==> src/rtl/core/cfr_pkg.sv <==
// ============================================================================
// cfr_pkg
// Constants, command and status types and saturating helpers for the factor block
// ============================================================================
package cfr_pkg;

    // sizes
    localparam int MAX_VARS    = 8;
    localparam int FRAC_BITS   = 16;
    localparam int MAX_RETRIES = 10;
    localparam int IDX_W       = (MAX_VARS > 1) ? $clog2(MAX_VARS) : 1;
    localparam int ADDR_W      = 2 * IDX_W;
    localparam int DEPTH       = 1 << ADDR_W;
    localparam int DATA_W      = 32;
    localparam int ACC_W       = 64;
    localparam int DIM_W       = 4;
    localparam int RET_W       = 4;
    localparam int REM_W       = 36;
    localparam int SQRT_STEPS  = 32;
    localparam int DIV_STEPS   = 64;
    localparam int STEP_W      = 6;

    // register map
    localparam logic REG_VARS_IN_USE = 1'b0;

    // controller to datapath
    typedef struct packed {
        logic              load_wr;
        logic [ADDR_W-1:0] load_addr;
        logic              mat_rd;
        logic              half_wr;
        logic [ADDR_W-1:0] mat_addr;
        logic              fac_rd;
        logic [ADDR_W-1:0] fa_addr;
        logic [ADDR_W-1:0] fb_addr;
        logic              acc_clr;
        logic              mul;
        logic              acc_add;
        logic              diff;
        logic              sqrt_start;
        logic              sqrt_step;
        logic              div_start;
        logic              div_step;
        logic              fac_wr;
        logic              res_sqrt;
        logic [ADDR_W-1:0] fac_waddr;
        logic              emit;
        logic              emit_err;
        logic [IDX_W-1:0]  row;
        logic [IDX_W-1:0]  col;
        logic              last;
        logic [RET_W-1:0]  retries;
    } cfr_cmd_t;

    // datapath to controller
    typedef struct packed {
        logic diff_neg;
        logic piv_bad;
    } cfr_status_t;

    // signed add, clamped to the 64-bit range
    function automatic logic [ACC_W-1:0] sat_add(input logic [ACC_W-1:0] a,
                                                 input logic [ACC_W-1:0] b);
        logic [ACC_W-1:0] s;
        s = a + b;
        if ((a[ACC_W-1] == b[ACC_W-1]) && (s[ACC_W-1] != a[ACC_W-1]))
            s = a[ACC_W-1] ? {1'b1, {(ACC_W-1){1'b0}}} : {1'b0, {(ACC_W-1){1'b1}}};
        return s;
    endfunction

    // signed subtract, clamped to the 64-bit range
    function automatic logic [ACC_W-1:0] sat_sub(input logic [ACC_W-1:0] a,
                                                 input logic [ACC_W-1:0] b);
        logic [ACC_W-1:0] s;
        s = a - b;
        if ((a[ACC_W-1] != b[ACC_W-1]) && (s[ACC_W-1] != a[ACC_W-1]))
            s = a[ACC_W-1] ? {1'b1, {(ACC_W-1){1'b0}}} : {1'b0, {(ACC_W-1){1'b1}}};
        return s;
    endfunction

endpackage

==> src/rtl/core/cfr_ctrl.sv <==
// ============================================================================
// cfr_ctrl
// Sequencer for load, factor, halving retry and result output
// ============================================================================
module cfr_ctrl
(
    input  logic                          clk,
    input  logic                          rst_n,
    input  logic                          start,
    input  logic                          cfg_wr,
    input  logic [cfr_pkg::DIM_W-1:0]     vars,
    input  cfr_pkg::cfr_status_t          status,
    output logic                          busy,
    output cfr_pkg::cfr_cmd_t             cmd
);

    localparam int IW = cfr_pkg::IDX_W;

    typedef enum logic [14:0] {
        S_IDLE  = 15'b000000000000001,
        S_ELEM  = 15'b000000000000010,
        S_MRD   = 15'b000000000000100,
        S_MUL   = 15'b000000000001000,
        S_ACC   = 15'b000000000010000,
        S_DIFF  = 15'b000000000100000,
        S_CHECK = 15'b000000001000000,
        S_SQRT  = 15'b000000010000000,
        S_DIV   = 15'b000000100000000,
        S_WRITE = 15'b000001000000000,
        S_HRD   = 15'b000010000000000,
        S_HWR   = 15'b000100000000000,
        S_ORD   = 15'b001000000000000,
        S_EMIT  = 15'b010000000000000,
        S_ERR   = 15'b100000000000000
    } state_t;

    state_t state_reg, state_next;
    logic [IW-1:0] lrow_reg, lrow_next;
    logic [IW-1:0] lcol_reg, lcol_next;
    logic [IW-1:0] i_reg, i_next;
    logic [IW-1:0] j_reg, j_next;
    logic [IW-1:0] k_reg, k_next;
    logic [cfr_pkg::STEP_W-1:0] step_reg, step_next;
    logic [cfr_pkg::RET_W-1:0]  fails_reg, fails_next;

    logic [cfr_pkg::DIM_W-1:0] dim_n;
    logic [cfr_pkg::DIM_W-1:0] dim_m1;
    logic [IW-1:0] last_idx;
    logic          fails_done;

    // clamp the dimension to 1..MAX_VARS
    always_comb
    begin
        if (vars == '0)
            dim_n = cfr_pkg::DIM_W'(1);
        else if ({1'b0, vars} > (cfr_pkg::DIM_W+1)'(cfr_pkg::MAX_VARS))
            dim_n = cfr_pkg::DIM_W'(cfr_pkg::MAX_VARS);
        else
            dim_n = vars;
    end

    assign dim_m1     = dim_n - cfr_pkg::DIM_W'(1);
    assign last_idx   = dim_m1[IW-1:0];
    assign fails_done = (fails_reg + cfr_pkg::RET_W'(1)) == cfr_pkg::RET_W'(cfr_pkg::MAX_RETRIES);
    assign busy       = (state_reg != S_IDLE);

    // state and counter registers
    always_ff @(posedge clk or negedge rst_n)
    begin
        if (!rst_n)
        begin
            state_reg <= S_IDLE;
            lrow_reg  <= '0;
            lcol_reg  <= '0;
            i_reg     <= '0;
            j_reg     <= '0;
            k_reg     <= '0;
            step_reg  <= '0;
            fails_reg <= '0;
        end
        else
        begin
            state_reg <= state_next;
            lrow_reg  <= lrow_next;
            lcol_reg  <= lcol_next;
            i_reg     <= i_next;
            j_reg     <= j_next;
            k_reg     <= k_next;
            step_reg  <= step_next;
            fails_reg <= fails_next;
        end
    end

    // next state and datapath commands
    always_comb
    begin
        state_next = state_reg;
        lrow_next  = lrow_reg;
        lcol_next  = lcol_reg;
        i_next     = i_reg;
        j_next     = j_reg;
        k_next     = k_reg;
        step_next  = step_reg;
        fails_next = fails_reg;

        cmd           = '0;
        cmd.load_addr = {lrow_reg, lcol_reg};
        cmd.mat_addr  = {i_reg, j_reg};
        cmd.fa_addr   = {i_reg, k_reg};
        cmd.fb_addr   = {j_reg, k_reg};
        cmd.fac_waddr = {i_reg, j_reg};
        cmd.res_sqrt  = (i_reg == j_reg);
        cmd.row       = i_reg;
        cmd.col       = j_reg;
        cmd.last      = (i_reg == last_idx) && (j_reg == i_reg);
        cmd.retries   = fails_reg;

        unique case (state_reg)
            S_IDLE:
            begin
                if (cfg_wr)
                begin
                    lrow_next = '0;
                    lcol_next = '0;
                end
                else if (start)
                begin
                    cmd.load_wr = 1'b1;
                    if (lcol_reg == last_idx)
                    begin
                        lcol_next = '0;
                        if (lrow_reg == last_idx)
                        begin
                            lrow_next  = '0;
                            i_next     = '0;
                            j_next     = '0;
                            fails_next = '0;
                            state_next = S_ELEM;
                        end
                        else
                            lrow_next = lrow_reg + IW'(1);
                    end
                    else
                        lcol_next = lcol_reg + IW'(1);
                end
            end

            // start an element: fetch its matrix entry
            S_ELEM:
            begin
                cmd.mat_rd  = 1'b1;
                cmd.acc_clr = 1'b1;
                k_next      = '0;
                state_next  = (j_reg == '0) ? S_DIFF : S_MRD;
            end

            S_MRD:
            begin
                cmd.fac_rd = 1'b1;
                state_next = S_MUL;
            end

            S_MUL:
            begin
                cmd.mul    = 1'b1;
                state_next = S_ACC;
            end

            S_ACC:
            begin
                cmd.acc_add = 1'b1;
                if (k_reg == j_reg - IW'(1))
                    state_next = S_DIFF;
                else
                begin
                    k_next     = k_reg + IW'(1);
                    state_next = S_MRD;
                end
            end

            // difference, and fetch the pivot
            S_DIFF:
            begin
                cmd.diff    = 1'b1;
                cmd.fac_rd  = 1'b1;
                cmd.fa_addr = {j_reg, j_reg};
                cmd.fb_addr = {j_reg, j_reg};
                state_next  = S_CHECK;
            end

            S_CHECK:
            begin
                step_next = '0;
                if ((i_reg == j_reg) ? status.diff_neg : status.piv_bad)
                begin
                    fails_next = fails_reg + cfr_pkg::RET_W'(1);
                    i_next     = '0;
                    j_next     = '0;
                    state_next = fails_done ? S_ERR : S_HRD;
                end
                else if (i_reg == j_reg)
                begin
                    cmd.sqrt_start = 1'b1;
                    state_next     = S_SQRT;
                end
                else
                begin
                    cmd.div_start = 1'b1;
                    state_next    = S_DIV;
                end
            end

            S_SQRT:
            begin
                cmd.sqrt_step = 1'b1;
                step_next     = step_reg + cfr_pkg::STEP_W'(1);
                if (step_reg == cfr_pkg::STEP_W'(cfr_pkg::SQRT_STEPS - 1))
                    state_next = S_WRITE;
            end

            S_DIV:
            begin
                cmd.div_step = 1'b1;
                step_next    = step_reg + cfr_pkg::STEP_W'(1);
                if (step_reg == cfr_pkg::STEP_W'(cfr_pkg::DIV_STEPS - 1))
                    state_next = S_WRITE;
            end

            // store the entry, walk the lower triangle
            S_WRITE:
            begin
                cmd.fac_wr = 1'b1;
                if (j_reg == i_reg)
                begin
                    j_next = '0;
                    if (i_reg == last_idx)
                    begin
                        i_next     = '0;
                        state_next = S_ORD;
                    end
                    else
                    begin
                        i_next     = i_reg + IW'(1);
                        state_next = S_ELEM;
                    end
                end
                else
                begin
                    j_next     = j_reg + IW'(1);
                    state_next = S_ELEM;
                end
            end

            // halving pass over the whole matrix
            S_HRD:
            begin
                cmd.mat_rd = 1'b1;
                state_next = S_HWR;
            end

            S_HWR:
            begin
                cmd.half_wr = (i_reg != j_reg);
                state_next  = S_HRD;
                if (j_reg == last_idx)
                begin
                    j_next = '0;
                    if (i_reg == last_idx)
                    begin
                        i_next     = '0;
                        state_next = S_ELEM;
                    end
                    else
                        i_next = i_reg + IW'(1);
                end
                else
                    j_next = j_reg + IW'(1);
            end

            // output pass, row by row
            S_ORD:
            begin
                cmd.fac_rd  = 1'b1;
                cmd.fa_addr = {i_reg, j_reg};
                state_next  = S_EMIT;
            end

            S_EMIT:
            begin
                cmd.emit   = 1'b1;
                state_next = S_ORD;
                if (j_reg == i_reg)
                begin
                    j_next = '0;
                    if (i_reg == last_idx)
                    begin
                        i_next     = '0;
                        state_next = S_IDLE;
                    end
                    else
                        i_next = i_reg + IW'(1);
                end
                else
                    j_next = j_reg + IW'(1);
            end

            S_ERR:
            begin
                cmd.emit_err = 1'b1;
                cmd.row      = '0;
                cmd.col      = '0;
                cmd.last     = 1'b1;
                state_next   = S_IDLE;
            end

            default:
            begin
                state_next = S_IDLE;
            end
        endcase
    end

endmodule

==> config.mk <==
export PLATFORM = sky130hd
export DESIGN_NAME = cfr_ctrl
export DESIGN_NICKNAME = d
export VERILOG_FILES = /design/src/rtl/core/cfr_pkg.sv /design/src/rtl/core/cfr_ctrl.sv
export SDC_FILE = /design/constraint.sdc
export NUM_CORES = 1
export LEC_CHECK = 0
export BUFFER_PORTS_ARGS = -buffer_cell sky130_fd_sc_hd__clkbuf_2
export CORE_MARGIN = 8
export CORE_UTILIZATION = 40
export DETAILED_ROUTE_END_ITERATION = 12
export MAX_ROUTING_LAYER = met4
export PLACE_DENSITY_LB_ADDON = 0.05
export SYNTH_ARGS = -nofsm -noshare
export SYNTH_HDL_FRONTEND = slang
export SYNTH_SLANG_ARGS = --single-unit
==> constraint.sdc <==
create_clock -name clk -period 2.3 [get_ports clk]
set_input_delay 0.115 -clock clk [delete_from_list [all_inputs] [get_ports clk]]
set_output_delay 0.115 -clock clk [all_outputs]
set_load 0.01 [all_outputs]
* Yosys cells after proc, flatten, opt, wreduce, memory -nomap -nowiden
Cells that the tools add are included.
** Storage, ports and cells
- Input port bits :: 10
- Bits in registers :: 40
** Cells by class
- Add/subtract/negate cells :: 9
- Reduce and logical (&&, ||, !) cells :: 20
- Magnitude comparators :: 1
- Equality and inequality tests :: 37
- Multiplexer cells :: 72
** Operators by type and width (number)
- $pmux 15 s14 :: 1
- $mux 15 :: 9
- $mux 3 :: 21
- $mux 13 :: 3
- $pmux 3 s4 :: 2
- $pmux 6 s2 :: 2
- $mux 11 :: 2
- $eq 3x3->1 :: 7
- $mux 1 :: 21
- $mux 4 :: 5
- $ne 2x2->1 const B :: 9
- $reduce_and 6->1 :: 3
- $add 3x1->3 const B :: 5
- $eq 15x1->1 const B :: 1
- $eq 15x10->1 const B :: 1
- $eq 15x11->1 const B :: 1
- $eq 15x12->1 const B :: 1
- $eq 15x13->1 const B :: 1
- $eq 15x14->1 const B :: 1
- $eq 15x15->1 const B :: 1
- $eq 15x2->1 const B :: 1
- $eq 15x3->1 const B :: 1
- $eq 15x4->1 const B :: 1
- $eq 15x5->1 const B :: 1
- other kinds (29) :: 38

* Depth between registers and ports, before layout
Gate-level depths: netlist of run 1.
- Depth after elaboration :: 10
- Gate-level depth with buffers :: 9
- Mapped depth without buffers :: 8

* Least setup slack after synthesis of run 1
OpenSTA, ideal clock, no wires.
- Path kind :: reg-to-output
- Start point :: register state_reg[4]
- End point :: output port cmd[4] in the netlist's numbering
- Data arrival time :: 2362 ps
- Data required time :: 2185 ps
- Stages on the path, launching flop included :: 7
- Buffers on the path :: 1
- Path slack :: -177 ps
- Path through :: dfrtp_1 > or4_4 > buf_6 > or4_4 > or4b_4 > clkinv_2 > or2_1
** RTL lines
- start, declared :: RTL line cfr_ctrl.sv:37 : state_t state_reg, state_next;
- start signal, assigned :: RTL line cfr_ctrl.sv:83 : state_reg <= state_next;
- end, declared :: RTL line cfr_ctrl.sv:14 : output cfr_pkg::cfr_cmd_t cmd

==> impl_metrics.env, run 1 <==
export IMPL_run_status="finished with violations"
export IMPL_violations="negative setup slack"
export IMPL_layout_nets=480
export IMPL_insertion_delay_ps=300
export IMPL_synth_distinct_cells=70
export IMPL_final_util_pct=56.7
export IMPL_grt_pass1_wl_mm=14.9
export IMPL_critical_path_slowest_cell="or4_4"
export IMPL_die_w_um=104
export IMPL_end_kind="output pin"
export IMPL_worst_path_max_fanout=5
export IMPL_drive_gt1_share_pct=44.3
export IMPL_antenna_left=0
export IMPL_core_area_mm2=0.00757
export IMPL_synthArstFlopShare_pct=100
export IMPL_final_common_cell="buf_4"
export IMPL_slew_viol_final=0
export IMPL_startpoint="state_reg[10]$_DFFE_PN0P_"
export IMPL_yosys_register_bits=40
export IMPL_setup_violations=24
export IMPL_synth_area_per_cell_um2=8.88
export IMPL_slew_headroom_pct=61.5
export IMPL_ys_warn_count=0
export IMPL_cts_sinks=40
export IMPL_holdPathStages=2
export IMPL_multiInputGateArea_mm2=0.00207
export IMPL_ios=68
export IMPL_tns_ps=-5730
export IMPL_via_count=3038
export IMPL_wl_per_cell_um=16.4
export IMPL_p_per_area_mw_per_mm2=340
export IMPL_grt_use_total_pct=16.9
export IMPL_timing_reg2reg_setup_slack_ps=-140
export IMPL_stdcell_area_mm2=0.00429
export IMPL_first_pass_iters=4
export IMPL_grt_max_degree=41
export IMPL_reg2reg_to="state_reg[0]$_DFFE_PN1P_"
export IMPL_start_util_pct=40.6
export IMPL_vias_per_cell=5.41
export IMPL_cts_tree="done"
export IMPL_syn_cell_area_mm2=0.00307
export IMPL_hold_ws_ps=124
export IMPL_ir_drop_mv=0.321
export IMPL_dp_slack_ps=-170
export IMPL_htree_num_levels=2
export IMPL_n_fill_cell=687
export IMPL_fin_crit_sh_pct=119
export IMPL_die_area_mm2=0.0107
export IMPL_initialDrtViolationCount=97
export IMPL_hold_class="in -> reg"
export IMPL_overflow=0
export IMPL_p_leak_nw=2.11
export IMPL_place_gp_congestion=0.836
export IMPL_synth_cells=346
export IMPL_synth_edf_count=0
export IMPL_clock_skew_ps=7.38
export IMPL_drc=0
export IMPL_min_to="lcol_reg[0]$_DFFE_PN0P_"
export IMPL_rr_worst_depth=8
export IMPL_largest_reg_flops=15
export IMPL_syn_nets=366
export IMPL_worst_r2r_startpoint="state_reg[10]$_DFFE_PN0P_"
export IMPL_antenna_found_initial=0
export IMPL_cts_root_buf="clkbuf_8"
export IMPL_die_y_um=104
export IMPL_arrival_ps=2630
export IMPL_regArea_mm2=0.00100
export IMPL_cap_violations=0
export IMPL_critical_path_class="reg -> out"
export IMPL_port_buffers=67
export IMPL_synth_main_ff_cell="dfrtp_1"
export IMPL_final_cell_mix="buf_4 (55), clkbuf_2 (52), dfrtp_1 (39)"
export IMPL_clock_path_buffers=2
export IMPL_critical_path_cell_chain="or4_4, or4_4, or4b_4, and2_4, buf_6"
export IMPL_finalWorstSetupSlack_ps=-446
export IMPL_crit_path_start_kind="flop"
export IMPL_fmax_mhz=364
export IMPL_hold_viol_final=0
export IMPL_critPathMostFrequentCell="or4_4"
export IMPL_placed_cell_area_mm2=0.00385
export IMPL_routed_wl_mm=9.19
export IMPL_crit_required_ps=2180
export IMPL_clk_pin_slew_ps=80
export IMPL_diodes=0
export IMPL_rows=32
export IMPL_hpwl_mm=6.97
export IMPL_min_period_ps=2750
export IMPL_hp_start="cfg_wr"
export IMPL_slowest_delay_ps=560
export IMPL_rsz0062_at_grt="true"
export IMPL_areaGrowthSynthToFinish_pct=39.7
export IMPL_cts_buffers=5
export IMPL_grt_pass1_vias=3072
export IMPL_worst_pin_slew_ps=571
export IMPL_yosysSeqAreaShare_pct=32.6
timing repair:
action,in CTS,in global routing
resized for setup,18,69
cloned,0,0
pin swaps,17,12
endpoints found under the setup margin,31,51
hold endpoints to repair,39,0
buffers inserted,6,8
hold buffers,1,0
worst max-delay path by stage:
stage / end / slack (ps)
floorplan: cmd[35] / -90
global placement: cmd[37] / -140
CTS: cmd[4] / -460
finish: cmd[9] / -450
global route: cmd[37] / -530
detailed placement: cmd[37] / -170
Yosys cell counts (8+ instances only):
| library cell | instances | area [um^2] |
|---|---|---|
| dfrtp_1 | 39 | 976 |
| o21ai_0 | 26 | 130 |
| inv_1 | 22 | 82.6 |
| nand2_1 | 22 | 82.6 |
| nor2_1 | 19 | 71.3 |
| clkbuf_1 | 14 | 52.6 |
| nand3_1 | 13 | 65.1 |
| xnor2_1 | 13 | 114 |
| ha_1 | 10 | 125 |
| nor3_1 | 10 | 50.1 |
| buf_4 | 9 | 67.6 |
| mux2_2 | 8 | 90.1 |
power breakdown:
part | switching, W | leakage, nW | internal [W]
Sequential | 0.0000371 | 0.548 | 0.000725
Clock | 0.000250 | 0.0410 | 0.000207
Combinational | 0.000132 | 1.52 | 0.000109
Total | 0.000419 | 2.11 | 0.00104
cells by family (layout without fill, tap and decap cells):
kind of cell	after synthesis	count (layout)	share of synthesized area, %
compound gates	76	76	16.9
xor+xnor	18	18	5.62
fa+ha+maj	10	10	4.07
buf+inv	50	164	7.78
flops	40	40	32.6
mux	13	13	4.56
simple gates	139	139	28.4
per-stage QoR:
step           std cells  total power [W]
4_1_cts              556          0.00147
6_report             562          0.00146
3_3_place_gp         543          0.00101
3_5_place_dp         543          0.00101
5_1_grt              562          0.00155
2_1_floorplan        346         0.000919
metal layers:
layer	vias to the layer above	track usage, %	part of all wire (%)
li1	1493	-	-
met1	1454	21.2	48
met2	85	26.8	46
met3	6	3.97	5.0
met4	0	3.83	0.74
met5	-	-	0
final cells by class:
| cell class | instances | share of cell area (%) |
|---|---|---|
| clock inverters | 1 | 0.117 |
| repair buffers | 133 | 21.5 |
| inverters | 24 | 2.22 |
| multi-input cells | 256 | 48.1 |
| flip-flops and latches | 40 | 23.3 |
| well taps | 102 | 2.97 |
| clock buffers | 6 | 1.69 |
worst max-delay path, delay by kind of cell (launching register included):
kind | cells | cell delay (ps)
flops | 1 | 380
simple gates | 4 | 1860
buf+inv | 1 | 110
Note: power is estimated with default switching activity, not from simulation.
==> run 2: changes to the inputs <==
--- a/config.mk
+++ b/config.mk
@@ -8,6 +8,7 @@
 export BUFFER_PORTS_ARGS = -buffer_cell sky130_fd_sc_hd__clkbuf_2
 export CORE_MARGIN = 8
 export CORE_UTILIZATION = 40
+export CTS_BUF_LIST = sky130_fd_sc_hd__clkbuf_4 sky130_fd_sc_hd__clkbuf_8
 export DETAILED_ROUTE_END_ITERATION = 12
 export MAX_ROUTING_LAYER = met4
 export PLACE_DENSITY_LB_ADDON = 0.05
==> impl_metrics.env, run 2 (synthesized netlist as in run 1, its figures left out) <==
export IMPL_run_status="finished with violations"
export IMPL_violations="negative setup slack"
export IMPL_clock_path_buffers=2
export IMPL_fin_crit_sh_pct=119
export IMPL_grt_pass1_wl_mm=15.0
export IMPL_setup_violations=24
export IMPL_stdcell_area_mm2=0.00430
export IMPL_multiInputGateArea_mm2=0.00207
export IMPL_port_buffers=67
export IMPL_layout_nets=480
export IMPL_htree_num_levels=2
export IMPL_overflow=0
export IMPL_cts_sinks=40
export IMPL_regArea_mm2=0.00100
export IMPL_areaGrowthSynthToFinish_pct=39.8
export IMPL_end_kind="output pin"
export IMPL_n_fill_cell=687
export IMPL_rsz0062_at_grt="true"
export IMPL_clk_pin_slew_ps=80
export IMPL_cap_violations=0
export IMPL_core_area_mm2=0.00757
export IMPL_drc=0
export IMPL_die_y_um=104
export IMPL_grt_use_total_pct=16.9
export IMPL_slowest_delay_ps=560
export IMPL_placed_cell_area_mm2=0.00385
export IMPL_antenna_found_initial=0
export IMPL_worst_r2r_startpoint="state_reg[10]$_DFFE_PN0P_"
export IMPL_slew_viol_final=0
export IMPL_fmax_mhz=364
export IMPL_diodes=0
export IMPL_die_area_mm2=0.0107
export IMPL_hpwl_mm=6.97
export IMPL_cts_tree="done"
export IMPL_ios=68
export IMPL_start_util_pct=40.6
export IMPL_crit_path_start_kind="flop"
export IMPL_routed_wl_mm=9.22
export IMPL_largest_reg_flops=15
export IMPL_min_period_ps=2750
export IMPL_critical_path_slowest_cell="or4_4"
export IMPL_final_cell_mix="buf_4 (55), clkbuf_2 (52), dfrtp_1 (39)"
export IMPL_die_w_um=104
export IMPL_worst_path_max_fanout=5
export IMPL_cts_buffers=5
export IMPL_finalWorstSetupSlack_ps=-446
export IMPL_critPathMostFrequentCell="or4_4"
export IMPL_wl_per_cell_um=16.4
export IMPL_hold_viol_final=0
export IMPL_ir_drop_mv=0.321
export IMPL_p_per_area_mw_per_mm2=343
export IMPL_final_common_cell="buf_4"
export IMPL_clock_skew_ps=5.71
export IMPL_p_leak_nw=2.11
export IMPL_rr_worst_depth=8
export IMPL_startpoint="state_reg[10]$_DFFE_PN0P_"
export IMPL_critical_path_cell_chain="or4_4, or4_4, or4b_4, and2_4, buf_6"
export IMPL_hold_ws_ps=129
export IMPL_place_gp_congestion=0.836
export IMPL_cts_root_buf="clkbuf_8"
export IMPL_vias_per_cell=5.39
export IMPL_holdPathStages=2
export IMPL_antenna_left=0
export IMPL_slew_headroom_pct=60.9
export IMPL_critical_path_class="reg -> out"
export IMPL_hold_class="in -> reg"
export IMPL_grt_pass1_vias=3072
export IMPL_via_count=3030
export IMPL_worst_pin_slew_ps=580
export IMPL_insertion_delay_ps=300
export IMPL_arrival_ps=2630
export IMPL_first_pass_iters=4
export IMPL_initialDrtViolationCount=139
export IMPL_grt_max_degree=41
export IMPL_crit_required_ps=2180
export IMPL_rows=32
export IMPL_drive_gt1_share_pct=44.6
export IMPL_hp_start="cfg_wr"
run 2: per-stage QoR:
step | utilization [%] | TNS, ps | worst slack, ps | total power [W] | instances
finish | 56.8 | -5650 | -446 | 0.00147 | 562
global route | 56.8 | -8070 | -530 | 0.00156 | 562
CTS | 53.7 | -5260 | -464 | 0.00148 | 556
detailed placement | 50.9 | -1950 | -170 | 0.00101 | 543
global placement | 50.9 | -1530 | -140 | 0.00101 | 543
floorplan | - | -551 | -90.4 | 0.000919 | 346
run 2: path summary, 6_finish.rpt:
path                                             to  slack (ps)
min in group asynchronous      k_reg[1]$_DFFE_PN0P_         420
max                                          cmd[9]        -450
min reg2reg                 step_reg[3]$_DFFE_PN0P_         500
max in group asynchronous  state_reg[0]$_DFFE_PN1P_        1500
min                         lcol_reg[0]$_DFFE_PN0P_         130
max reg2reg                state_reg[0]$_DFFE_PN1P_        -140
run 2: what timing repair did:
action,4_1_cts,5_1_grt
endpoints found under the hold margin,39,0
hold buffers,1,0
resized for setup,18,69
cloned,0,0
endpoints found under the setup margin,31,51
pin swaps,17,12
buffers inserted,6,8
run 2: report_power, final:
part	switching (W)	total, W	internal [W]
Combinational	0.000133	0.000242	0.000109
Clock	0.000251	0.000470	0.000219
Sequential	0.0000370	0.000763	0.000725
run 2: worst max-delay path: cells and delay by family (launching register included):
family / cells / cell delay [ps]
buffers and inverters: 1 / 110
and+or+nand+nor: 4 / 1860
DFF: 1 / 380
run 2: final cells by class:
class / count / share of cell area (%)
Timing Repair Buffer: 133 / 21.5
Clock inverter: 1 / 0.116
Inverter: 24 / 2.21
Sequential cell: 40 / 23.3
Multi-Input combinational cell: 256 / 48.1
Tap cell: 102 / 2.97
Clock buffer: 6 / 1.78
run 2: layer usage:
metal / up-vias / routed length [um] / global-route usage, %
li1: 1494 / - / -
met1: 1446 / 4510 / 21.3
met2: 84 / 4220 / 26.8
met3: 6 / 421 / 3.97
met4: 0 / 68 / 3.83
met5: - / 0 / -
